[src/sv/scebp_pkg.sv]
// ----------------------------------------------------------------------------
// scebp_pkg
// Shared types and constants of the softmax cross entropy backprop block.
// ----------------------------------------------------------------------------
package scebp_pkg;

  // layer geometry
  localparam int ROW_COUNT   = 64;
  localparam int KERN_COUNT  = 16;

  // field widths
  localparam int ROW_W       = 6;
  localparam int KERN_W      = 4;
  localparam int ADDR_W      = ROW_W + KERN_W;
  localparam int STORE_DEPTH = 1 << ADDR_W;
  localparam int KERN_SLOTS  = 1 << KERN_W;
  localparam int WEIGHT_W    = 16;
  localparam int PRED_W      = 16;
  localparam int ERR_W       = 18;
  localparam int PROD_W      = WEIGHT_W + ERR_W;
  localparam int ACC_W       = PROD_W + KERN_W;
  localparam int RES_W       = 32;
  localparam int FRAC_SHIFT  = 12;

  // queue sizes
  localparam int CMDQ_DEPTH  = 4;
  localparam int CMDQ_PTR_W  = 2;
  localparam int CMDQ_CNT_W  = 3;
  localparam int RESQ_DEPTH  = 2;
  localparam int RESQ_PTR_W  = 1;
  localparam int RESQ_CNT_W  = 2;

  // fixed-point constants
  localparam logic [ROW_W-1:0]         LAST_ROW   = ROW_W'(ROW_COUNT - 1);
  localparam logic [KERN_W-1:0]        LAST_KERN  = KERN_W'(KERN_COUNT - 1);
  localparam logic signed [ERR_W-1:0]  ONE_Q16    = 18'sd65536;
  localparam logic signed [ACC_W-1:0]  ROUND_HALF = ACC_W'(2048);
  localparam logic signed [RES_W-1:0]  RES_MAX    = 32'sh7fffffff;
  localparam logic signed [RES_W-1:0]  RES_MIN    = 32'sh80000000;

  typedef enum logic {
    REQ_LOAD = 1'b0,
    REQ_PRED = 1'b1
  } req_type_e;

  typedef enum logic [1:0] {
    CMD_LOAD,
    CMD_ERR,
    CMD_RUN
  } cmd_op_e;

  typedef enum logic {
    SEQ_IDLE,
    SEQ_RUN
  } seq_state_e;

  typedef struct packed {
    cmd_op_e                    op;
    logic [ADDR_W-1:0]          addr;
    logic [KERN_W-1:0]          kern;
    logic signed [WEIGHT_W-1:0] weight;
    logic signed [ERR_W-1:0]    err;
  } cmd_t;

  typedef struct packed {
    logic [ROW_W-1:0]        row;
    logic signed [RES_W-1:0] value;
    logic                    last;
  } res_t;

endpackage

[src/sv/scebp_front.sv]
// ----------------------------------------------------------------------------
// scebp_front
// Accepts items, drops out-of-range ones, turns the rest into commands
// (weight load, error update, error update plus run) and queues them.
// ----------------------------------------------------------------------------
module scebp_front import scebp_pkg::*; (
  input  logic                       clk_i,
  input  logic                       rst_ni,
  input  logic                       push,
  output logic                       full,
  input  logic                       req_type_i,
  input  logic [ROW_W-1:0]           row_index_i,
  input  logic [KERN_W-1:0]          kernel_index_i,
  input  logic signed [WEIGHT_W-1:0] weight_value_i,
  input  logic [PRED_W-1:0]          prediction_i,
  input  logic [KERN_W-1:0]          class_label_i,
  output logic                       cmd_valid_o,
  output cmd_t                       cmd_o,
  input  logic                       cmd_pop_i
);

  cmd_t                  cmd_new;
  logic                  keep;
  logic                  in_accept;
  logic                  wr_en;
  logic                  rd_en;
  cmd_t                  fifo_q [CMDQ_DEPTH];
  logic [CMDQ_PTR_W-1:0] wr_ptr_q, wr_ptr_d;
  logic [CMDQ_PTR_W-1:0] rd_ptr_q, rd_ptr_d;
  logic [CMDQ_CNT_W-1:0] cnt_q, cnt_d;
  logic                  row_ok;
  logic                  kern_ok;

  assign row_ok  = {1'b0, row_index_i} < (ROW_W + 1)'(ROW_COUNT);
  assign kern_ok = {1'b0, kernel_index_i} < (KERN_W + 1)'(KERN_COUNT);

  // classify the incoming item
  always_comb begin
    cmd_new        = '0;
    keep           = 1'b0;
    cmd_new.addr   = {row_index_i, kernel_index_i};
    cmd_new.kern   = kernel_index_i;
    cmd_new.weight = weight_value_i;
    cmd_new.err    = $signed({2'b00, prediction_i})
                     - ((class_label_i == kernel_index_i) ? ONE_Q16 : '0);
    case (req_type_e'(req_type_i))
      REQ_LOAD: begin
        cmd_new.op = CMD_LOAD;
        keep       = row_ok && kern_ok;
      end
      REQ_PRED: begin
        cmd_new.op = (kernel_index_i == LAST_KERN) ? CMD_RUN : CMD_ERR;
        keep       = kern_ok;
      end
      default: begin
        keep = 1'b0;
      end
    endcase
  end

  // command queue control
  assign full        = (cnt_q == CMDQ_CNT_W'(CMDQ_DEPTH));
  assign in_accept   = push && !full;
  assign wr_en       = in_accept && keep;
  assign cmd_valid_o = (cnt_q != '0);
  assign rd_en       = cmd_pop_i && cmd_valid_o;

  always_comb begin
    wr_ptr_d = wr_en ? wr_ptr_q + 1'b1 : wr_ptr_q;
    rd_ptr_d = rd_en ? rd_ptr_q + 1'b1 : rd_ptr_q;
    cnt_d    = cnt_q;
    if (wr_en && !rd_en) begin
      cnt_d = cnt_q + 1'b1;
    end else if (!wr_en && rd_en) begin
      cnt_d = cnt_q - 1'b1;
    end
  end

  always_ff @(posedge clk_i or negedge rst_ni) begin
    if (!rst_ni) begin
      wr_ptr_q <= '0;
      rd_ptr_q <= '0;
      cnt_q    <= '0;
    end else begin
      wr_ptr_q <= wr_ptr_d;
      rd_ptr_q <= rd_ptr_d;
      cnt_q    <= cnt_d;
    end
  end

  // command queue storage
  always_ff @(posedge clk_i) begin
    if (wr_en) begin
      fifo_q[wr_ptr_q] <= cmd_new;
    end
  end

  assign cmd_o = fifo_q[rd_ptr_q];

endmodule

[config.mk]
export PLATFORM = sky130hd
export DESIGN_NAME = scebp_front
export DESIGN_NICKNAME = d
export VERILOG_FILES = /design/src/sv/scebp_pkg.sv /design/src/sv/scebp_front.sv
export SDC_FILE = /design/constraint.sdc
export NUM_CORES = 1
export LEC_CHECK = 0
export BUFFER_PORTS_ARGS = -buffer_cell sky130_fd_sc_hd__buf_2
export CORE_AREA = 4 4 108 161
export DETAILED_ROUTE_END_ITERATION = 10
export DIE_AREA = 0 0 112 165
export SYNTH_ARGS = -nofsm -noshare
export SYNTH_HDL_FRONTEND = slang
export SYNTH_SLANG_ARGS = --single-unit
[constraint.sdc]
create_clock -name clk_i -period 6.9 [get_ports clk_i]
set_clock_uncertainty 0.15 [all_clocks]
set_input_delay 0 -clock clk_i [delete_from_list [all_inputs] [get_ports clk_i]]
set_output_delay 0 -clock clk_i [all_outputs]
set_load 0.005 [all_outputs]
==> results of run 1 <==
==> layout by cell type, fill, tap and decap left out, types with 2 or more instances in the layout <==
cell type | Yosys | layout
clkbuf_16 | 0 | 17
clkinv_4 | 0 | 2
xnor2_1 | 4 | 4
inv_1 | 4 | 4
buf_2 | 5 | 102
inv_6 | 0 | 5
edfxtp_1 | 180 | 180
mux2_2 | 2 | 2
dlygate4sd3_1 | 0 | 49
ha_1 | 5 | 5
and2_2 | 0 | 4
mux4_2 | 45 | 45
dfrtp_1 | 7 | 5
xor2_1 | 6 | 6
nor2_1 | 2 | 2
buf_4 | 6 | 5
clkinvlp_4 | 0 | 2
bufinv_16 | 0 | 3
==> per-layer routing <==
layer | track usage, % | part of all wire [%] | up-vias
met2 | 24.24 | 55 | 68
met4 | 4.702 | 1.1 | 0
met3 | 3.336 | 3.2 | 8
met5 | 0 | 0 | -
li1 | - | - | 1496
met1 | 17.24 | 41 | 1691
==> final cells by class <==
| type | count | area, um^2 | share of cell area [%] |
|---|---|---|---|
| Clock buffer | 17 | 425.4 | 4.832 |
| Clock inverter | 15 | 186.4 | 2.117 |
| Inverter | 4 | 15.01 | 0.1705 |
| Multi-Input combinational cell | 77 | 1296 | 14.72 |
| Sequential cell | 187 | 5585 | 63.44 |
| Tap cell | 206 | 257.7 | 2.927 |
| Timing Repair Buffer | 156 | 1039 | 11.79 |
==> logic make-up after synthesis <==
| logic type | count (synthesis) | share of synthesized area, % |
|---|---|---|
| DFF | 187 | 79.33 |
| muxes | 47 | 14.73 |
| buffers and inverters | 20 | 2.312 |
| and+or+nand+nor | 14 | 1.210 |
| xor gates and xnor gates | 10 | 1.245 |
| adders and majority gates | 6 | 1.174 |
==> worst max path at each step <==
stage                              endpoint                     from  cells past startpoint
floorplan            fifo_q[0][0]$_DFFE_PP_     cnt_q[2]$_DFFE_PN0P_                      4
global placement    fifo_q[2][20]$_DFFE_PP_     cnt_q[2]$_DFFE_PN0P_                      4
detailed placement     cnt_q[2]$_DFFE_PN0P_     cnt_q[0]$_DFFE_PN0P_                      8
CTS                               cmd_o[16]  rd_ptr_q[0]$_DFFE_PN0P_                      2
global route                      cmd_o[17]  rd_ptr_q[0]$_DFFE_PN0P_                      2
finish                            cmd_o[16]  rd_ptr_q[0]$_DFFE_PN0P_                      2
==> cells in the mapped netlist (all sizes together) (2+ instances only) <==
cell type / n
edfxtp: 180
mux4: 45
buf: 16
dfrtp: 7
xor2: 6
and2: 5
ha: 5
inv: 4
xnor2: 4
mux2: 2
nor2: 2
==> per-stage QoR <==
stage	instances	util [%]	total power, mW	hold slack (ns)	worst slack (ns)
2_1_floorplan	284	-	2.260	-0.4456	4.450
3_3_place_gp	581	48.00	2.582	-0.3086	4.672
3_5_place_dp	581	48.00	2.596	-0.3036	4.566
4_1_cts	662	54.87	3.606	0.1754	4.326
5_1_grt	662	54.87	3.743	0.1827	4.234
6_report	662	54.87	3.545	0.1935	4.437
==> what timing repair did <==
item / CTS / global route
endpoints found under the hold margin: 192 / 0
hold buffers: 49 / 0
buffers inserted: 0 / 0
gates resized for setup: 0 / 0
==> registers in the layout (all words and copies together) (netlist names) <==
register,cells
fifo_q,180
cnt_q,3
rd_ptr_q,2
wr_ptr_q,2
==> power groups by stage <==
stage / Sequential, mW / Clock [mW] / Combinational (mW)
finish: 1.64 / 0.990 / 0.912
global route: 1.68 / 1.06 / 1.00
CTS: 1.66 / 1.01 / 0.942
detailed placement: 1.68 / 0 / 0.917
global placement: 1.66 / 0 / 0.918
floorplan: 1.57 / 0 / 0.687
==> results.tsv, run 1 <==
stage	metric	value	unit
setup_path	crit_chain	mux4_2, buf_2	
placed_design	hpwl	7410	um
placed_design	place_congestion	0.6876	
layout	fillers	1238	
setup_path	worstSetupPathType	reg -> out	
timing	slew_headroom	36.58	%
die	die_w	112	um
detailed_routing	first_pass_iters	5	
detailed_routing	drc	0	
layout	design_area	8805	um^2
power_and_ir_drop	power_frac_comb	25.7	%
detailed_routing	drt_iter0_markers	182	
setup_path	slowest_delay	1.04	ns
global_routing	grt_pass1_vias	3608	
power_and_ir_drop	swShare	27.44	%
synth	ys_warn_count	0	
setup_path	cpLargestDelayFamily	flip-flops	
clock_tree	clk_latency	0.41	ns
power_and_ir_drop	p_seq_share	46.3	%
synth	yosysTopAreaCell	edfxtp_1	
global_routing	grt_pass1_wl	19350	um
power_and_ir_drop	leakage	3.089	nW
status	outcome	finished, final reports clean	
setup_path	worstReg2RegStart	cnt_q[0]$_DFFE_PN0P_	
synth	ys_types	23	
timing	slew_viol_final	0	
clock_tree	cts_sinks	187	
timing	rsz0062_at_grt	false	
synth	synth_edf_count	180	
setup_path	worstPathMaxFanout	47	
synth	synth_area	7034	um^2
synth	synth_seq_area_share	79.33	%
synth	syn-num-nets	341	
global_routing	antenna_found_initial	0	
layout	areaGrowthSynthToFinish	25.17	%
die	rows	57	
die	die_h	165	um
die	core_area	16050	um^2
setup_path	worstReg2RegEnd	cnt_q[2]$_DFFE_PN0P_	
layout	drive_gt1_share	42.11	%
layout	nets	500	
min_path	min_path_type	in -> reg	
timing	worst_slew_pin_slew	0.9514	ns
detailed_routing	viasPerCell	4.929	
setup_path	worstPathArrival	2.31	ns
clock_tree	clk_pin_slew	0.07	ns
detailed_routing	antenna_left	0	
setup_path	crit_slowest_cell	dfrtp_4	
clock_tree	cts_root_buffer	clkbuf_16	
power_and_ir_drop	p_switching	0.9727	mW
synth	synth_top_area_share	76.84	%
setup_path	crit_path_start_kind	register	
placed_design	placed_area	7702	um^2
global_routing	grt_max_degree	48	
power_and_ir_drop	clock_power_share	27.9	%
clock_tree	cts_htree_levels	4	
timing	fmax	0.4061	GHz
detailed_routing	wl	12440	um
timing	finalSetupViolations	0	
synth	synthTopCellsByArea	edfxtp_1, mux4_2, dfrtp_1, ha_1, xor2_1	
setup_path	worst-path-buf-inv	1	
detailed_routing	vias	3263	
setup_path	regToRegSetupSlack	4.57	ns
clock_tree	numCtsBuffers	17	
detailed_routing	wl_per_cell	18.79	um
die	ioPinCount	103	
setup_path	critPathCaptureType	output pin	
clock_tree	cts_tree	built	
global_routing	grt.total_usage	13.94	%
clock_tree	cts_max_path_buffers	2	
global_routing	overflow	0	
setup_path	required	6.75	ns
timing	totalNegativeSetupSlack	0	ns
min_path	whs_path_depth	2	
synth	synth_top_flop_cell	edfxtp_1	
flow_run	cap_violations	0	
timing	finalCritPeriodShare	35.69	%
die	start_util	43.84	%
synth	synth.avg_cell_area	24.77	um^2
synth	async_flop_share	3.743	%
power_and_ir_drop	peakVddDrop	0.0002917	V
synth	postSynthCellCount	284	
power_and_ir_drop	power.density	402.7	nW/um^2
power_and_ir_drop	power.internal	2.573	mW
setup_path	reg2reg_depth	8	
timing	hold_violations	0	
die	dieArea	18480	um^2
min_path	hold-path-endpoint	fifo_q[3][3]$_DFFE_PP_	
layout	diodes	0	
timing	min_period	2.463	ns
placed_design	port_buffers	102	
min_path	hold_start	prediction_i[3]	
synth	ys_seq_elements	187	
Power figures use the tool's default switching activity.
==> inputs of run 2 (changes only) <==
--- a/config.mk
+++ b/config.mk
@@ -5,10 +5,12 @@
 export SDC_FILE = /design/constraint.sdc
 export NUM_CORES = 1
 export LEC_CHECK = 0
+export ABC_AREA = 1
 export BUFFER_PORTS_ARGS = -buffer_cell sky130_fd_sc_hd__buf_2
-export CORE_AREA = 4 4 108 161
+export CORE_AREA = 4 4 112 168
 export DETAILED_ROUTE_END_ITERATION = 10
-export DIE_AREA = 0 0 112 165
+export DIE_AREA = 0 0 116 172
+export PLACE_DENSITY = 0.66
 export SYNTH_ARGS = -nofsm -noshare
 export SYNTH_HDL_FRONTEND = slang
 export SYNTH_SLANG_ARGS = --single-unit
==> constraint.sdc (replaced) <==
create_clock -name clk_i -period 2 [get_ports clk_i]
set_clock_uncertainty 0.15 [all_clocks]
set_input_delay 0 -clock clk_i [delete_from_list [all_inputs] [get_ports clk_i]]
set_output_delay 0 -clock clk_i [all_outputs]
set_load 0.005 [all_outputs]
==> run 2 against run 1 <==
  * Sequential share of layout area fell by 5.7 points
  * Routed wire length up 24%
  * Sequential cell count did not move
  * Critical endpoint is now cnt_q[1]$_DFFE_PN0P_
  * Largest cell class unchanged
==> results.tsv, run 2 <==
stage	metric	value	unit
synth	ys_top_cells_by_count	edfxtp_1, nand2_1, inv_1	
synth	synth_top_area_share	70.27	%
clock_tree	numCtsBuffers	17	
min_path	min_path_type	in -> reg	
synth	synth_top_flop_cell	edfxtp_1	
synth	synth_seq_area_share	72.54	%
power_and_ir_drop	power.density	1380	nW/um^2
placed_design	hpwl	9958	um
layout	final_core_util	55.98	%
layout	areaGrowthSynthToFinish	25.70	%
detailed_routing	drt_iter0_markers	329	
setup_path	reg2reg_depth	9	
synth	synthTopCellsByArea	edfxtp_1, o211ai_1, nand2_1, inv_1, dfrtp_1	
placed_design	placed_area	8516	um^2
synth	synth_edf_count	180	
setup_path	regToRegSetupSlack	0.09	ns
global_routing	overflow	0	
placed_design	port_buffers	102	
setup_path	worstReg2RegEnd	cnt_q[1]$_DFFE_PN0P_	
global_routing	grt.total_usage	15.95	%
detailed_routing	wl	15480	um
die	dieArea	19950	um^2
die	rows	59	
layout	diodes	0	
layout	fin_cells	994	
detailed_routing	drc	0	
setup_path	critPathCaptureType	register	
layout	top_register	fifo_q	
layout	drive_gt1_share	21.77	%
detailed_routing	antenna_left	0	
detailed_routing	wl_per_cell	15.58	um
clock_tree	clk_latency	0.42	ns
global_routing	grt_pass1_vias	4926	
power_and_ir_drop	leakage	3.995	nW
synth	postSynthCellCount	608	
layout	nets	826	
setup_path	crit_path_start_kind	register	
synth	yosysTopAreaCell	edfxtp_1	
die	die_w	116	um
die	die_h	172	um
layout	layout_common_cells	edfxtp_1, nand2_1, inv_1	
clock_tree	cts_tree	built	
global_routing	grt_max_degree	53	
timing	slew_viol_final	0	
die	ioPinCount	103	
detailed_routing	first_pass_iters	4	
setup_path	worstPathArrival	2.05	ns
clock_tree	clk_pin_slew	0.07	ns
power_and_ir_drop	peakVddDrop	0.0007401	V
layout	final_common_cell	edfxtp_1	
min_path	hold-path-endpoint	fifo_q[2][32]$_DFFE_PP_	
clock_tree	cts_max_path_buffers	2	
die	start_util	44.53	%
power_and_ir_drop	total_power	13.34	mW
timing	worst_slew_pin_slew	0.3774	ns
layout	largestRegisters	fifo_q: 180 flops, cnt_q: 3 flops	
setup_path	worstSetupPathType	reg -> reg	
layout	design_area	9669	um^2
min_path	whs_path_depth	2	
status	outcome	finished, final reports clean	
synth	synth_most_common_cell	edfxtp_1	
synth	syn-num-nets	665	
timing	finalSetupViolations	0	
timing	min_period	1.914	ns
layout	largest_reg_flops	180	
flow_run	cap_violations	0	
timing	finalCritPeriodShare	95.71	%
synth	ys_types	19	
synth	async_flop_share	3.743	%
synth	synth_area	7692	um^2
placed_design	numPlacedInstances	909	
clock_tree	cts_htree_levels	4	
placed_design	place_congestion	0.7914	
timing	worst_hold_slack	0.1761	ns
synth	synth.avg_cell_area	12.65	um^2
setup_path	worstReg2RegStart	cnt_q[1]$_DFFE_PN0P_	
setup_path	required	2.14	ns
die	core_area	17270	um^2
synth	ys_warn_count	0	
detailed_routing	viasPerCell	4.963	
synth	ys_seq_elements	187	
global_routing	grt_pass1_wl	24240	um
global_routing	antenna_found_initial	0	
clock_tree	cts_sinks	187	
timing	fmax	0.5224	GHz
setup_path	worstPathMaxFanout	3	
detailed_routing	vias	4933	
min_path	hold_start	weight_value_i[14]	
timing	slew_headroom	74.75	%
clock_tree	cts_root_buffer	clkbuf_16	
timing	hold_violations	0	
==> run 2: power by group <==
group	internal (mW)	switching, mW	leakage [nW]
combinational	1.83	2.87	1.98
sequential	5.16	0.228	1.73
clock	1.76	1.49	0.280
==> run 2: worst max-delay path, stage by stage, from the launching register on <==
cell and delay (ns):
dfrtp_1 0.40, inv_2 0.10, nand3_2 0.11, nand2_4 0.07, inv_1 0.05, ha_1 0.21, inv_1 0.10, fa_2 0.44
nand2_1 0.07, o21ai_0 0.09
==> run 2: area by class of cell <==
class | count | area [um^2]
flip-flops and latches | 187 | 5583
multi-input cells | 276 | 1526
clock buffers | 17 | 425.4
inverters | 112 | 427.9
fillers | 1444 | 7605
clock inverters | 14 | 157.7
repair inverters | 1 | 5.005
repair buffers | 174 | 1277
well taps | 213 | 266.5
==> run 2: cell families (layout without fill, tap and decap cells) <==
logic type      count (synthesis)  in the layout  synth area share (%)
flops                         187            187                 72.54
xor+xnor                        3              3                0.3416
compound gates                 91             91                 8.848
fa+ha+maj                       6              6                 1.074
buf+inv                       145            318                 8.393
simple gates                  176            176                 8.800
==> run 2: metrics by stage <==
stage,setup WS [ns],TNS [ns]
after global routing,-0.0003504,-0.0003504
after detailed placement,-0.01251,-0.01251
after CTS,0.01315,0
after floorplan,0.01118,0
final,0.08589,0
after global placement,0.1571,0
==> run 2: how the worst max path moves through the flow <==
stage                         start                endpoint  slack, ns
3_5_place_dp   cnt_q[1]$_DFFE_PN0P_    cnt_q[2]$_DFFE_PN0P_      -0.01
4_1_cts        cnt_q[1]$_DFFE_PN0P_    cnt_q[1]$_DFFE_PN0P_       0.01
2_1_floorplan  cnt_q[0]$_DFFE_PN0P_  fifo_q[0][0]$_DFFE_PP_       0.01
6_report       cnt_q[1]$_DFFE_PN0P_    cnt_q[1]$_DFFE_PN0P_       0.09
5_1_grt        cnt_q[1]$_DFFE_PN0P_    cnt_q[1]$_DFFE_PN0P_    -0.0004
3_3_place_gp   cnt_q[1]$_DFFE_PN0P_    cnt_q[2]$_DFFE_PN0P_       0.16
==> run 2: metal layers <==
layer | part of all wire [%] | wire (um) | GRT usage [%]
met3 | 4.1 | 628 | 2.871
met5 | 0 | 0 | 0
met1 | 38 | 5924 | 17.57
met4 | 3.1 | 481 | 6.764
met2 | 55 | 8450 | 29.72
==> run 2: repair_timing <==
item | in CTS | in global routing
gates cloned | 0 | 1
hold buffers | 51 | 0
gates resized for setup | 2 | 10
hold endpoints to repair | 192 | 0
setup endpoints to repair | 12 | 39
setup buffers | 1 | 1
==> inputs of run 3 (changes only) <==
--- a/config.mk
+++ b/config.mk
@@ -7,10 +7,13 @@
 export LEC_CHECK = 0
 export ABC_AREA = 1
 export BUFFER_PORTS_ARGS = -buffer_cell sky130_fd_sc_hd__buf_2
-export CORE_AREA = 4 4 112 168
+export CELL_PAD_IN_SITES_DETAIL_PLACEMENT = 1
+export CELL_PAD_IN_SITES_GLOBAL_PLACEMENT = 2
+export CORE_AREA = 4 4 127 189
+export CTS_CLUSTER_SIZE = 8
 export DETAILED_ROUTE_END_ITERATION = 10
-export DIE_AREA = 0 0 116 172
-export PLACE_DENSITY = 0.66
+export DIE_AREA = 0 0 131 193
+export PLACE_DENSITY_LB_ADDON = 0.1
 export SYNTH_ARGS = -nofsm -noshare
 export SYNTH_HDL_FRONTEND = slang
 export SYNTH_SLANG_ARGS = --single-unit
==> run 3 against run 2 <==
  * Hold slack lost 0.0065 ns
  * First-iteration DRC count decreased by 44%
  * Setup slack improved by 0.0014 ns
  * Cell count is 6.8% higher
  * Die area increased by 27%
  * Cell area rose by 1.4%
  * Via count increased by 1.7%
  * Clock-buffer cell count did not move
  * Core utilization is 12 points lower
  * Largest power group unchanged
  * Highest routed layer unchanged
==> results.tsv, run 3 (same netlist as run 2, synthesis figures left out) <==
stage	metric	value	unit
status	outcome	finished, final reports clean	
detailed_routing	wl_per_cell	17.93	um
global_routing	grt_max_degree	49	
placed_design	numPlacedInstances	970	
layout	layout_common_cells	edfxtp_1, nand2_1, inv_1	
layout	areaGrowthSynthToFinish	27.47	%
placed_design	hpwl	11360	um
setup_path	worstPathMaxFanout	38	
die	ioPinCount	103	
power_and_ir_drop	peakVddDrop	0.0006691	V
layout	top_register	fifo_q	
detailed_routing	wl	19050	um
clock_tree	numCtsBuffers	17	
clock_tree	cts_max_path_buffers	2	
timing	finalSetupViolations	0	
clock_tree	cts_htree_levels	4	
layout	nets	831	
power_and_ir_drop	total_power	13.69	mW
setup_path	worstSetupPathType	reg -> out	
die	rows	67	
global_routing	grt_pass1_vias	5466	
min_path	min_path_type	in -> reg	
layout	fin_cells	1062	
timing	totalNegativeSetupSlack	0	ns
layout	diodes	0	
power_and_ir_drop	leakage	4.021	nW
global_routing	overflow	0	
detailed_routing	drt_iter0_markers	184	
timing	slew_viol_final	0	
timing	min_period	1.913	ns
timing	slew_headroom	73.56	%
layout	drive_gt1_share	21.88	%
layout	final_common_cell	edfxtp_1	
clock_tree	clk_latency	0.43	ns
clock_tree	clk_pin_slew	0.07	ns
setup_path	critPathCaptureType	output pin	
die	core_area	22380	um^2
detailed_routing	antenna_left	0	
clock_tree	cts_tree	built	
flow_run	cap_violations	0	
timing	rsz0062_at_grt	true	
timing	worst_slew_pin_slew	0.3952	ns
setup_path	required	1.85	ns
timing	finalCritPeriodShare	95.64	%
global_routing	antenna_found_initial	0	
global_routing	grt.total_usage	15.75	%
layout	largestRegisters	fifo_q: 180 flops, cnt_q: 3 flops	
setup_path	crit_path_start_kind	register	
placed_design	place_congestion	0.7702	
setup_path	worstPathArrival	1.76	ns
clock_tree	cts_sinks	187	
detailed_routing	first_pass_iters	4	
layout	largest_reg_flops	180	
timing	fmax	0.5228	GHz
die	die_w	131	um
detailed_routing	vias	5018	
die	start_util	34.37	%
detailed_routing	viasPerCell	4.725	
global_routing	grt_pass1_wl	29500	um
clock_tree	cts_root_buffer	clkbuf_16	
die	die_h	193	um
timing	hold_violations	0	
placed_design	port_buffers	102	
detailed_routing	drc	0	
die	dieArea	25280	um^2
power_and_ir_drop	power.density	1397	nW/um^2
[run 3: changes by cell type in the layout (fill, tap and decap cells not counted), moves of 2 or more]
cell,change
buf_12,-2
clkinv_8,-2
clkinvlp_4,+3
buf_16,+4
inv_6,-2
buf_4,+3
inv_8,-2
[run 3: path summary, 6_finish.rpt]
kind | slack (ns) | depth (start not counted) | end | from
setup / recovery | 0.09 | 6 | cmd_o[17] | rd_ptr_q[0]$_DFFE_PN0P_
hold / removal | 0.17 | 2 | fifo_q[3][44]$_DFFE_PP_ | row_index_i[2]
setup reg to reg | 0.11 | 10 | cnt_q[2]$_DFFE_PN0P_ | cnt_q[2]$_DFFE_PN0P_
hold reg to reg | 0.40 | 2 | wr_ptr_q[0]$_DFFE_PN0P_ | wr_ptr_q[0]$_DFFE_PN0P_
max in group asynchronous | 1.03 | 3 | rd_ptr_q[0]$_DFFE_PN0P_ | rst_ni
min in group asynchronous | 0.38 | 3 | cnt_q[0]$_DFFE_PN0P_ | rst_ni
[run 3: metrics by stage]
stage               area, um^2  setup WS (ns)  hold slack, ns  util, %
CTS                       9751        0.01450          0.1491    43.56
detailed placement        8567        0.07336         -0.2919    38.27
global placement          8567         0.1792         -0.2986    38.27
floorplan                 7730        0.01118         -0.4456        -
finish                    9806        0.08724          0.1696    43.81
global route              9806       -0.04516          0.1579    43.81
[run 3: where the power goes]
| part | internal, mW | total [mW] | switching (mW) |
|---|---|---|---|
| Combinational | 2.01 | 5.16 | 3.16 |
| Clock | 1.71 | 3.14 | 1.43 |
| Sequential | 5.16 | 5.39 | 0.235 |
[run 3: per-layer routing]
| metal | vias to the layer above | share of wire (%) | global-route usage [%] |
|---|---|---|---|
| met3 | 15 | 2.8 | 3.335 |
| met1 | 2502 | 40 | 17.78 |
| met2 | 90 | 55 | 29.28 |
| li1 | 2411 | - | - |
| met4 | 0 | 1.4 | 4.790 |
| met5 | - | 0 | 0 |
[run 3: cell type report]
class	count	area, um^2
Sequential cell	187	5583
Clock inverter	14	125.1
Tap cell	276	345.3
Multi-Input combinational cell	276	1509
Inverter	112	427.9
Timing Repair inverter	1	6.256
Fill cell	2370	12580
Timing Repair Buffer	179	1384
Clock buffer	17	425.4
[run 3: what timing repair did]
item,4_1_cts,5_1_grt
hold endpoints to repair,192,0
gates cloned,3,2
endpoints found under the setup margin,26,18
buffers inserted,3,2
hold buffers,51,0
pin swaps,0,0
gates resized for setup,6,7
[run 3: worst max-delay path, stage by stage, from the launching register on]
cell and delay, ns:
dfrtp_2 0.49, inv_8 0.15, buf_16 0.21, nand2_1 0.07
o211ai_1 0.09, nand2_1 0.14, buf_2 0.16
